[config.mk]
export PLATFORM = sky130hd
export DESIGN_NAME = tone_pattern_sequencer_core
export DESIGN_NICKNAME = d
export VERILOG_FILES = /design/src/rtl/core/tps_pkg.sv /design/src/rtl/core/tps_cfg_regs.sv /design/src/rtl/core/tps_engine.sv /design/src/rtl/core/tone_pattern_sequencer_core.sv
export SDC_FILE = /design/constraint.sdc
export NUM_CORES = 1
export LEC_CHECK = 0
export BUFFER_PORTS_ARGS = -buffer_cell sky130_fd_sc_hd__buf_4
export CAP_MARGIN = 20
export CORE_MARGIN = 5
export CORE_UTILIZATION = 45
export DETAILED_ROUTE_END_ITERATION = 8
export SLEW_MARGIN = 40
export SYNTH_ARGS = -nofsm -noshare
export SYNTH_HDL_FRONTEND = slang
export SYNTH_SLANG_ARGS = --single-unit
[constraint.sdc]
create_clock -name clk -period 6.6 [get_ports clk]
set_clock_uncertainty 0.1 [all_clocks]
set_input_delay 0.99 -clock clk [delete_from_list [all_inputs] [get_ports clk]]
set_output_delay 0.99 -clock clk [all_outputs]
set_load 0.02 [all_outputs]
[src/rtl/core/tps_pkg.sv]
// ----------------------------------------------------------------------------
// Tone pattern sequencer package
// Item types, register indexes, pattern codes and the step lookup table.
// ----------------------------------------------------------------------------
package tps_pkg;

  // Item kinds
  localparam logic [1:0] KIND_PLAY = 2'd0;
  localparam logic [1:0] KIND_STOP = 2'd1;
  localparam logic [1:0] KIND_TICK = 2'd2;

  // Configuration register indexes
  localparam logic [1:0] CFG_ONE_SHOT_FREQS     = 2'd0;
  localparam logic [1:0] CFG_ALERT_FREQS        = 2'd1;
  localparam logic [1:0] CFG_ONE_SHOT_DURATIONS = 2'd2;

  localparam int CFG_DATA_W  = 64;
  localparam int ALERT_W     = 48;

  // Pattern codes
  localparam logic [2:0] PAT_SILENT  = 3'd0;
  localparam logic [2:0] PAT_CLICK   = 3'd1;
  localparam logic [2:0] PAT_NAV     = 3'd2;
  localparam logic [2:0] PAT_CONFIRM = 3'd3;
  localparam logic [2:0] PAT_WARNING = 3'd4;
  localparam logic [2:0] PAT_ERROR   = 3'd5;
  localparam logic [2:0] PAT_ALARM   = 3'd6;
  localparam logic [2:0] PAT_STARTUP = 3'd7;

  // Fixed tones and durations
  localparam logic [15:0] DUR_WARN_ON   = 16'd200;
  localparam logic [15:0] DUR_WARN_OFF  = 16'd300;
  localparam logic [15:0] DUR_ALARM_ON  = 16'd150;
  localparam logic [15:0] DUR_ALARM_OFF = 16'd100;
  localparam logic [15:0] FREQ_START_LO  = 16'd1000;
  localparam logic [15:0] FREQ_START_MID = 16'd1500;
  localparam logic [15:0] FREQ_START_HI  = 16'd2000;
  localparam logic [15:0] DUR_START_NOTE = 16'd100;
  localparam logic [15:0] DUR_START_GAP  = 16'd50;
  localparam logic [15:0] DUR_START_LAST = 16'd150;

  typedef struct packed {
    logic [1:0]  kind;
    logic [3:0]  action;
    logic [31:0] now_ms;
  } in_item_t;

  typedef struct packed {
    logic        status;
    logic        tone_write;
    logic [15:0] tone_freq;
    logic        playing;
  } out_item_t;

  typedef struct packed {
    logic [63:0]        one_shot_freqs;
    logic [ALERT_W-1:0] alert_freqs;
    logic [63:0]        one_shot_durations;
  } cfg_t;

  // Number of steps in each pattern
  function automatic logic [2:0] pat_steps(logic [2:0] pat);
    logic [2:0] n;
    unique case (pat)
      PAT_SILENT:  n = 3'd0;
      PAT_CLICK:   n = 3'd1;
      PAT_NAV:     n = 3'd1;
      PAT_CONFIRM: n = 3'd2;
      PAT_WARNING: n = 3'd2;
      PAT_ERROR:   n = 3'd1;
      PAT_ALARM:   n = 3'd2;
      PAT_STARTUP: n = 3'd5;
      default:     n = 3'd0;
    endcase
    return n;
  endfunction

  // Frequency of one step
  function automatic logic [15:0] step_freq(cfg_t c, logic [2:0] pat, logic [2:0] s);
    logic [15:0] f;
    f = '0;
    unique case (pat)
      PAT_CLICK:   f = c.one_shot_freqs[15:0];
      PAT_NAV:     f = c.one_shot_freqs[31:16];
      PAT_CONFIRM: f = (s == 3'd0) ? c.one_shot_freqs[47:32] : c.one_shot_freqs[63:48];
      PAT_WARNING: f = (s == 3'd0) ? c.alert_freqs[31:16] : 16'd0;
      PAT_ERROR:   f = c.alert_freqs[15:0];
      PAT_ALARM:   f = (s == 3'd0) ? c.alert_freqs[47:32] : 16'd0;
      PAT_STARTUP: begin
        unique case (s)
          3'd0:    f = FREQ_START_LO;
          3'd2:    f = FREQ_START_MID;
          3'd4:    f = FREQ_START_HI;
          default: f = 16'd0;
        endcase
      end
      default:     f = 16'd0;
    endcase
    return f;
  endfunction

  // Duration of one step in ms
  function automatic logic [15:0] step_ms(cfg_t c, logic [2:0] pat, logic [2:0] s);
    logic [15:0] d;
    d = '0;
    unique case (pat)
      PAT_CLICK:   d = c.one_shot_durations[15:0];
      PAT_NAV:     d = c.one_shot_durations[31:16];
      PAT_CONFIRM: d = c.one_shot_durations[47:32];
      PAT_WARNING: d = (s == 3'd0) ? DUR_WARN_ON : DUR_WARN_OFF;
      PAT_ERROR:   d = c.one_shot_durations[63:48];
      PAT_ALARM:   d = (s == 3'd0) ? DUR_ALARM_ON : DUR_ALARM_OFF;
      PAT_STARTUP: begin
        unique case (s)
          3'd0, 3'd2: d = DUR_START_NOTE;
          3'd1, 3'd3: d = DUR_START_GAP;
          3'd4:       d = DUR_START_LAST;
          default:    d = 16'd0;
        endcase
      end
      default:     d = 16'd0;
    endcase
    return d;
  endfunction

endpackage

[src/rtl/core/tps_cfg_regs.sv]
// ----------------------------------------------------------------------------
// Tone pattern sequencer configuration registers
// Holds the packed frequency and duration words written through the cfg port.
// ----------------------------------------------------------------------------
module tps_cfg_regs (
  input  logic                              clk,
  input  logic                              rst_n,
  input  logic                              cfg_we,
  input  logic [1:0]                        cfg_index,
  input  logic [tps_pkg::CFG_DATA_W-1:0]    cfg_wdata,
  output tps_pkg::cfg_t                     cfg
);
  import tps_pkg::*;

  cfg_t cfg_r, cfg_nxt;

  // Decode the register index
  always_comb begin
    cfg_nxt = cfg_r;
    if (cfg_we) begin
      unique case (cfg_index)
        CFG_ONE_SHOT_FREQS:     cfg_nxt.one_shot_freqs = cfg_wdata;
        CFG_ALERT_FREQS:        cfg_nxt.alert_freqs = cfg_wdata[ALERT_W-1:0];
        CFG_ONE_SHOT_DURATIONS: cfg_nxt.one_shot_durations = cfg_wdata;
        default:                cfg_nxt = cfg_r;
      endcase
    end
  end

  always_ff @(posedge clk) begin
    if (!rst_n) begin
      cfg_r <= '0;
    end else begin
      cfg_r <= cfg_nxt;
    end
  end

  assign cfg = cfg_r;

endmodule

[src/rtl/core/tps_engine.sv]
// ----------------------------------------------------------------------------
// Tone pattern sequencer engine
// Holds the pattern state and works out one result per item combinationally.
// ----------------------------------------------------------------------------
module tps_engine #(
  parameter int TIME_BITS = 32
) (
  input  logic               clk,
  input  logic               rst_n,
  input  tps_pkg::cfg_t      cfg,
  input  logic               item_valid,
  input  tps_pkg::in_item_t  item,
  output tps_pkg::out_item_t result
);
  import tps_pkg::*;

  logic                 active_r, active_nxt;
  logic [2:0]           pat_r, pat_nxt;
  logic [2:0]           pos_r, pos_nxt;
  logic [TIME_BITS-1:0] start_r, start_nxt;

  logic [TIME_BITS-1:0] now_cut;
  logic [TIME_BITS-1:0] elapsed;
  logic [TIME_BITS-1:0] dur_ms;
  logic [2:0]           cnt;
  logic [3:0]           pos_inc;
  logic                 status;
  logic                 wrote;

  assign now_cut = item.now_ms[TIME_BITS-1:0];
  assign elapsed = now_cut - start_r;
  assign dur_ms  = TIME_BITS'(step_ms(cfg, pat_r, pos_r));
  assign cnt     = pat_steps(pat_r);
  assign pos_inc = {1'b0, pos_r} + 4'd1;

  // Next pattern state for this item
  always_comb begin
    active_nxt = active_r;
    pat_nxt    = pat_r;
    pos_nxt    = pos_r;
    start_nxt  = start_r;
    status     = 1'b0;
    wrote      = 1'b0;
    unique case (item.kind)
      KIND_PLAY: begin
        if (item.action[3]) begin
          status = 1'b1;
        end else if (item.action[2:0] == PAT_SILENT) begin
          active_nxt = 1'b0;
          pat_nxt    = PAT_SILENT;
          pos_nxt    = 3'd0;
          wrote      = 1'b1;
        end else begin
          active_nxt = 1'b1;
          pat_nxt    = item.action[2:0];
          pos_nxt    = 3'd0;
          start_nxt  = now_cut;
          wrote      = 1'b1;
        end
      end
      KIND_STOP: begin
        active_nxt = 1'b0;
        pat_nxt    = PAT_SILENT;
        pos_nxt    = 3'd0;
        wrote      = 1'b1;
      end
      KIND_TICK: begin
        if (active_r) begin
          if (cnt == 3'd0 || pos_r >= cnt) begin
            // Position out of the pattern: drop to silence
            active_nxt = 1'b0;
            pat_nxt    = PAT_SILENT;
            pos_nxt    = 3'd0;
            wrote      = 1'b1;
          end else if (elapsed >= dur_ms) begin
            wrote = 1'b1;
            if (pos_inc >= {1'b0, cnt}) begin
              if (pat_r == PAT_WARNING || pat_r == PAT_ALARM) begin
                pos_nxt   = 3'd0;
                start_nxt = now_cut;
              end else begin
                active_nxt = 1'b0;
                pat_nxt    = PAT_SILENT;
                pos_nxt    = 3'd0;
              end
            end else begin
              pos_nxt   = pos_inc[2:0];
              start_nxt = now_cut;
            end
          end
        end
      end
      default: begin
        // Unused kind: hold everything
      end
    endcase
  end

  // Assemble the result from the updated state
  always_comb begin
    result.status     = status;
    result.tone_write = wrote;
    result.tone_freq  = active_nxt ? step_freq(cfg, pat_nxt, pos_nxt) : 16'd0;
    result.playing    = active_nxt;
  end

  always_ff @(posedge clk) begin
    if (!rst_n) begin
      active_r <= 1'b0;
      pat_r    <= PAT_SILENT;
      pos_r    <= 3'd0;
      start_r  <= '0;
    end else if (item_valid) begin
      active_r <= active_nxt;
      pat_r    <= pat_nxt;
      pos_r    <= pos_nxt;
      start_r  <= start_nxt;
    end
  end

endmodule

[src/rtl/core/tone_pattern_sequencer_core.sv]
// ----------------------------------------------------------------------------
// Tone pattern sequencer core
// Plays fixed buzzer patterns on play, stop and tick items.
//
// Channel   Ports                          Direction
// input     in_valid, in_ready, in_item    into the core
// result    out_valid, out_ready, out_item out of the core
// config    cfg_we, cfg_index, cfg_wdata   into the core, write only
//
// One item per cycle sustained while out_ready holds high; out_valid rises after
// its item is accepted and passes the input register, then the result register.
// The state update is one pass of lookup, subtract and compare per advancing item.
// Reset is synchronous, active low, and clears state and config registers.
// A stalled result holds in the result register while one more item waits
// in the input register.
// ----------------------------------------------------------------------------
module tone_pattern_sequencer_core #(
  parameter int TIME_BITS = 32
) (
  input  logic                           clk,
  input  logic                           rst_n,
  input  logic                           in_valid,
  output logic                           in_ready,
  input  tps_pkg::in_item_t              in_item,
  output logic                           out_valid,
  input  logic                           out_ready,
  output tps_pkg::out_item_t             out_item,
  input  logic                           cfg_we,
  input  logic [1:0]                     cfg_index,
  input  logic [tps_pkg::CFG_DATA_W-1:0] cfg_wdata
);
  import tps_pkg::*;

  cfg_t      cfg;
  logic      s1_valid_r, s1_valid_nxt;
  in_item_t  s1_item_r;
  logic      out_valid_r, out_valid_nxt;
  out_item_t out_item_r;
  out_item_t result;
  logic      s1_adv;
  logic      in_acc;

  tps_cfg_regs u_cfg (
    .clk       (clk),
    .rst_n     (rst_n),
    .cfg_we    (cfg_we),
    .cfg_index (cfg_index),
    .cfg_wdata (cfg_wdata),
    .cfg       (cfg)
  );

  tps_engine #(
    .TIME_BITS (TIME_BITS)
  ) u_engine (
    .clk        (clk),
    .rst_n      (rst_n),
    .cfg        (cfg),
    .item_valid (s1_adv),
    .item       (s1_item_r),
    .result     (result)
  );

  // Advance the input stage when the result register is free
  assign s1_adv   = s1_valid_r && (!out_valid_r || out_ready);
  assign in_ready = !s1_valid_r || s1_adv;
  assign in_acc   = in_valid && in_ready;

  always_comb begin
    s1_valid_nxt = s1_valid_r;
    if (in_acc) begin
      s1_valid_nxt = 1'b1;
    end else if (s1_adv) begin
      s1_valid_nxt = 1'b0;
    end
    out_valid_nxt = out_valid_r;
    if (s1_adv) begin
      out_valid_nxt = 1'b1;
    end else if (out_ready) begin
      out_valid_nxt = 1'b0;
    end
  end

  // Valid flags
  always_ff @(posedge clk) begin
    if (!rst_n) begin
      s1_valid_r  <= 1'b0;
      out_valid_r <= 1'b0;
    end else begin
      s1_valid_r  <= s1_valid_nxt;
      out_valid_r <= out_valid_nxt;
    end
  end

  // Payload registers
  always_ff @(posedge clk) begin
    if (in_acc) begin
      s1_item_r <= in_item;
    end
    if (s1_adv) begin
      out_item_r <= result;
    end
  end

  assign out_valid = out_valid_r;
  assign out_item  = out_item_r;

endmodule

# ---- After elaboration in Yosys (flattened, before gate mapping)
# Memory sizes are Yosys's and may differ from the RTL's. A register that Yosys moved wholly into a read port is not among the register bits.
# Index checks and enable logic that the tools add are counted.
dict set report classes {
  n_addsub 2
  magnitude_cmp 3
  eq_ne 30
  n_mux 51
  n_reduce_logical 23
}
# operator count
set op_table {}
lappend op_table {{$mux 32} 7}
lappend op_table {{$pmux 16 s7} 2}
lappend op_table {{$pmux 32 s2} 1}
lappend op_table {{$mux 16} 3}
lappend op_table {{$mux 3} 14}
lappend op_table {{$pmux 11 s3} 1}
lappend op_table {{$ge 32x16->1} 1}
lappend op_table {{$sub 32x32->32} 1}
lappend op_table {{$eq 3x3->1 const B} 10}
lappend op_table {{$pmux 8 s3} 1}
lappend op_table {{$eq 3x2->1 const B} 7}
lappend op_table {{$pmux 3 s3} 2}
lappend op_table {{$mux 1} 16}
lappend op_table {{$logic_not 3->1} 4}
lappend op_table {{$eq 3x1->1 const B} 3}
lappend op_table {{$mux 9} 1}
lappend op_table {{$mux 8} 1}
lappend op_table {{$reduce_and 8->1} 1}
lappend op_table {{$ne 2x2->1 const B} 3}
lappend op_table {{$pmux 1 s3} 2}
lappend op_table {{$reduce_and 2->1} 3}
lappend op_table {{$reduce_bool 2->1} 3}
lappend op_table {{$add 3x1->4 const B} 1}
lappend op_table {{$eq 2x1->1 const B} 2}
lappend op_table {{other kinds (10)} 19}
dict set report word_totals {
  regBits 274
  rom_bits 24
  inputBits 109
  output_inout_bits 21
  elab_cells 126
  mem_count 1
}
# memory depth width read_ports rd_clocked_by_memory_dff write_ports line
set memory_table {}
lappend memory_table {{(no name shown)} 8 3 1 1 0 tps_pkg.sv:64} ;# unique case (pat)

# ---- Longest topological paths before layout
dict set report logic_depth {
  depth_word 12
  ltp_mapped 27
  depth_no_buf 26
}

# ---- Modules after synthesis
# A second synthesis with hierarchy kept.
dict set report unflattened {
  cells_unflattened 1561
  hier_area_um2 14780.4
}
# mod n_inst cells_per_inst area_per_inst_um2 seq_area_each_um2
set modules_own_cells {}
lappend modules_own_cells {tps_cfg_regs 1 641 6511.2 3523.4}
lappend modules_own_cells {tps_engine 1 854 6453.7 840.8}
lappend modules_own_cells {tone_pattern_sequencer_core 1 66 1815.5 1751.7}

# ---- Worst setup path after synthesis
# OpenSTA, ideal clock, no wires.
dict set report synth_timing {
  path_type {register to register}
  start {reg s1_item_r[0] in the netlist's numbering}
  end {reg out_item_r, in the netlist out_item[8], data pin}
  t_arrival_ns 5.133
  required_time_ns 6.235
  path_slack_ns 1.102
  path_stages_with_launch 28
  synth_period_minus_slack_ns 5.498
  cell_sequence {edfxtp_1 inv_1 ha_1 inv_1 fa_1 a211oi_1 o21ai_1 a31oi_1 o21bai_1 a21oi_1 xnor2_1 ha_1 and2_1 a221oi_1 o22a_1 o211ai_1 or4_4 nor2_4 o311ai_4 or3b_1 buf_2 o21bai_1 a22o_1 buf_4 nor4_4 buf_4 a22oi_1 a31oi_1}
}
dict set report synth_via {
  elab_chain_cells 9
  word_cells_on_any_way 29
}
# element line
set synth_lines {}
lappend synth_lines {{start: declaration} tone_pattern_sequencer_core.sv:36} ;# in_item_t s1_item_r;
lappend synth_lines {{start signal: assignment} tone_pattern_sequencer_core.sv:97} ;# s1_item_r <= in_item;
lappend synth_lines {{$sub 32x32->32 (*)} tps_engine.sv:31} ;# assign elapsed = now_cut - start_r;
lappend synth_lines {{$ge 32x16->1 (*)} tps_engine.sv:75} ;# end else if (elapsed >= dur_ms) begin
lappend synth_lines {{$mux 3} tps_engine.sv:75}
lappend synth_lines {{$mux 3} tps_engine.sv:69} ;# if (cnt == 3'd0 || pos_r >= cnt) begin
lappend synth_lines {{$mux 3} tps_engine.sv:68} ;# if (active_r) begin
lappend synth_lines {{$pmux 3 s3} tps_engine.sv:44} ;# unique case (item.kind)
lappend synth_lines {{$eq 3x3->1 (tied with other cells)} tps_pkg.sv:90} ;# unique case (s)
lappend synth_lines {{$pmux 11 s3 (tied with other cells)} tps_pkg.sv:90}
lappend synth_lines {{$pmux 16 s7} tps_pkg.sv:82} ;# unique case (pat)
lappend synth_lines {{end signal: assignment} tone_pattern_sequencer_core.sv:100} ;# out_item_r <= result;
lappend synth_lines {{end: declaration} tone_pattern_sequencer_core.sv:38} ;# out_item_t out_item_r;
# Every way passes the cells marked *; elsewhere a longest branch is shown, timed or not.
# A chain may end at the register's enable or synchronous reset.

# ---- Final worst setup path
# Ends and elaborated chain as after synthesis.

==> metrics <==
number of nets in the layout 1910; data arrival time of the worst path 6500 ps; number of failing setup endpoints in the final timing report 0; final period demand of the worst path 6190 ps; kind of critical path reg2reg; Final Slew Violations 0; number of flip-flops and latches in the synthesized netlist 277; area growth from synthesis to final layout 16.2%; area of all placed cells without fillers 16700 um2; DRC violations left 0; average detailed-routed wire length per instance 19.5 um; buffer type at the clock tree root clkbuf_16; Pre-Repair DR Iteration Count 6; die footprint 35600 um2; path class of the lowest-slack min-delay path reg2reg; leading post-synthesis cells by cell area dfxtp_1 (31%), edfxtp_1 (12%), nand2_1 (11%); transition time at the pin with the least slew margin 819 ps; Top Ports 130; proportion of synthesized flip-flops having asynchronous set or reset 0%; syn avg cell area 8.66 um2; final critical-path share of the clock period 93.8%; setup repair after global routing missed its margin false; global-route wire length before repair 66100 um; Cells after Synth 1660; via count normalized by instance count 5.57; Initial DRC Count 839; most frequently used flop master after synthesis dfxtp_1; Highest Clock Rate 0.161 GHz; summed negative setup slack over all endpoints 0 ps; overall routing resource usage 23.0%; number of buffers created by CTS 31; via count of the routed design 12074; part of the Yosys area used for sequential elements 42.5%; Worst VDD drop 0.209 mV; placeable core region 31600 um2; power per cell area 242 nW/um2; overall die width 189 um; number of antenna violations at the first check in global routing 1; worst-skew pair later-pin latency 570 ps; critical path buffer and inverter count 3; Core Rows 65; core occupancy in the finished layout 52.9%; Max Buffers Root-to-Sink 3; largest net degree at the start of global routing 121; final hold violations 0; CTS tree done; biggest cell delay along the critical path 490 ps; total half-perimeter wirelength after legalization and detailed placement 30100 um; static leakage 5.99 nW; routability congestion estimate 0.873; crit-path leading delay family compound AO/OA/AOI/OAI gates; ordered list of cells on the worst path inv_1 > ha_1 > inv_1 > fa_1 > a211oi_2 > o21ai_1 > a31oi_1 > o21bai_1 > a21oi_1 > xnor2_1 > ha_1 > and2_1 > a221oi_1 > o22a_1 > o211ai_1 > or4_4 > nor2_4 > o311ai_4 > or3b_4 > a221o_2 > nor4_4 > buf_4 > a22oi_1 > a31oi_1; floorplan die height 189 um; Yosys cell types 79; WP data required 6910 ps; sum of overflow across all layers after global routing 0; critical-path maximum fanout 9; outcome finished, final reports clean; Syn Nets 1829; number of H-tree levels 1; number of enable flip-flop cells after synthesis 57; master of the slowest instance on the critical path or3b_4; hold slack 361 ps; number of global-route vias before repair 11644; ANT cells 0; PortBufs 129; total number of clock tree sinks 277; CP endpoint kind flop; Yosys warning total 0; detailed-route wire length 42400 um; leading area contributor after synthesis dfxtp_1; MaxCap Viol Count 0; share of cells above drive strength 1 15.1%; Max-slew headroom 45.4%; area share of the largest cell type after synthesis 30.6%; Worst-path clk slew 60 ps; Cell Area, Synth 14400 um2; Placement Cell Area 15600 um2; Post-DRT Antenna Nets 0; initial cell density of the core 45.6%; critical path startpoint category flop
cell usage in the layout, fill, tap and decap left out, drive strengths merged, types with 26 or more instances in the layout:
master and count:
a21boi 179, a21oi 75, a22oi 26, buf 151, clkbuf 50, dfxtp 220, edfxtp 57, ha 59
inv 61, mux2 30, mux2i 55, nand2 424, nor2 59, nor2b 49, o21ai 43
final timing paths:
path / slack, ps / depth (start not counted) / endpoint / start
hold / removal: 360 / 2 / u_cfg.cfg[124] / u_cfg.cfg[124]
setup / recovery: 410 / 24 / out_item[8] / s1_item_r[0]
hold reg to reg: 360 / 2 / u_cfg.cfg[124] / u_cfg.cfg[124]
setup reg to reg: 410 / 24 / out_item[8] / s1_item_r[0]
state kept, by name (all words and copies together) (netlist names):
name	count
u_engine.pat_r	3
u_engine.cnt	3
u_engine.active_r	1
out_valid	1
s1_valid_r	1
s1_item_r	38
u_cfg.cfg	176
u_engine.start_r	32
out_item	19
u_engine.pos_r	3
per-layer routing:
| layer | GRT usage (%) | routed length [um] | up-vias |
|---|---|---|---|
| li1 | - | - | 5933 |
| met1 | 31.4 | 19200 | 5739 |
| met2 | 37.7 | 19500 | 325 |
| met3 | 3.67 | 2280 | 75 |
| met4 | 7.01 | 1380 | 2 |
| met5 | 0 | 13 | - |
through the flow:
step           power, mW  std cells  worst slack, ps
2_1_floorplan       2.14       1660             1100
3_3_place_gp        2.32       2105              286
3_5_place_dp        2.33       2106             69.9
4_1_cts             4.07       2164             27.7
5_1_grt             4.20       2168             66.5
6_report            4.04       2168              407
power breakdown:
part / internal (mW) / switching, mW
clock: 1.03 / 0.713
sequential: 1.79 / 0.0364
combinational: 0.193 / 0.281
synth_stat cells, types with 20 or more instances:
library cell and instances:
ha_1 59, nor2_1 58, a22oi_1 26, a21oi_1 70, nand2_1 424, clkbuf_1 77, a21o_1 20, nor2b_1 49
o21ai_0 38, mux2i_1 55, mux2_2 30, a21boi_0 179, inv_1 60, dfxtp_1 220, edfxtp_1 57
layout make-up:
| class | count | area, um2 |
|---|---|---|
| Clock buffer | 50 | 990 |
| Tap cell | 402 | 503 |
| Sequential cell | 277 | 6120 |
| Fill cell | 3022 | 14800 |
| Multi-Input combinational cell | 1220 | 7660 |
| Timing Repair Buffer | 151 | 1150 |
| Clock inverter | 8 | 60.1 |
| Inverter | 60 | 225 |
logic make-up (layout without fill, tap and decap cells):
logic type      Yosys count  in the layout  share of synthesized area, %
compound gates          442            442                          21.7
xor+xnor                 19             19                          1.16
fa+ha+maj                60             60                          5.28
buf+inv                 163            269                          4.53
flops                   277            277                          42.5
mux                      85             85                          6.18
simple gates            614            614                          18.6
tightest hold or removal path, delay by kind of cell (launching register included):
family | cells | cell delay, ps
DFF | 1 | 300
and+or+nand+nor | 1 | 40
AOI/OAI and AO/OA | 1 | 60
timing repair:
action,CTS,global route
hold buffers,0,0
setup buffers,0,2
endpoints found under the setup margin,0,15
gates resized for setup,0,5
Note: power is estimated with default switching activity, not from simulation.
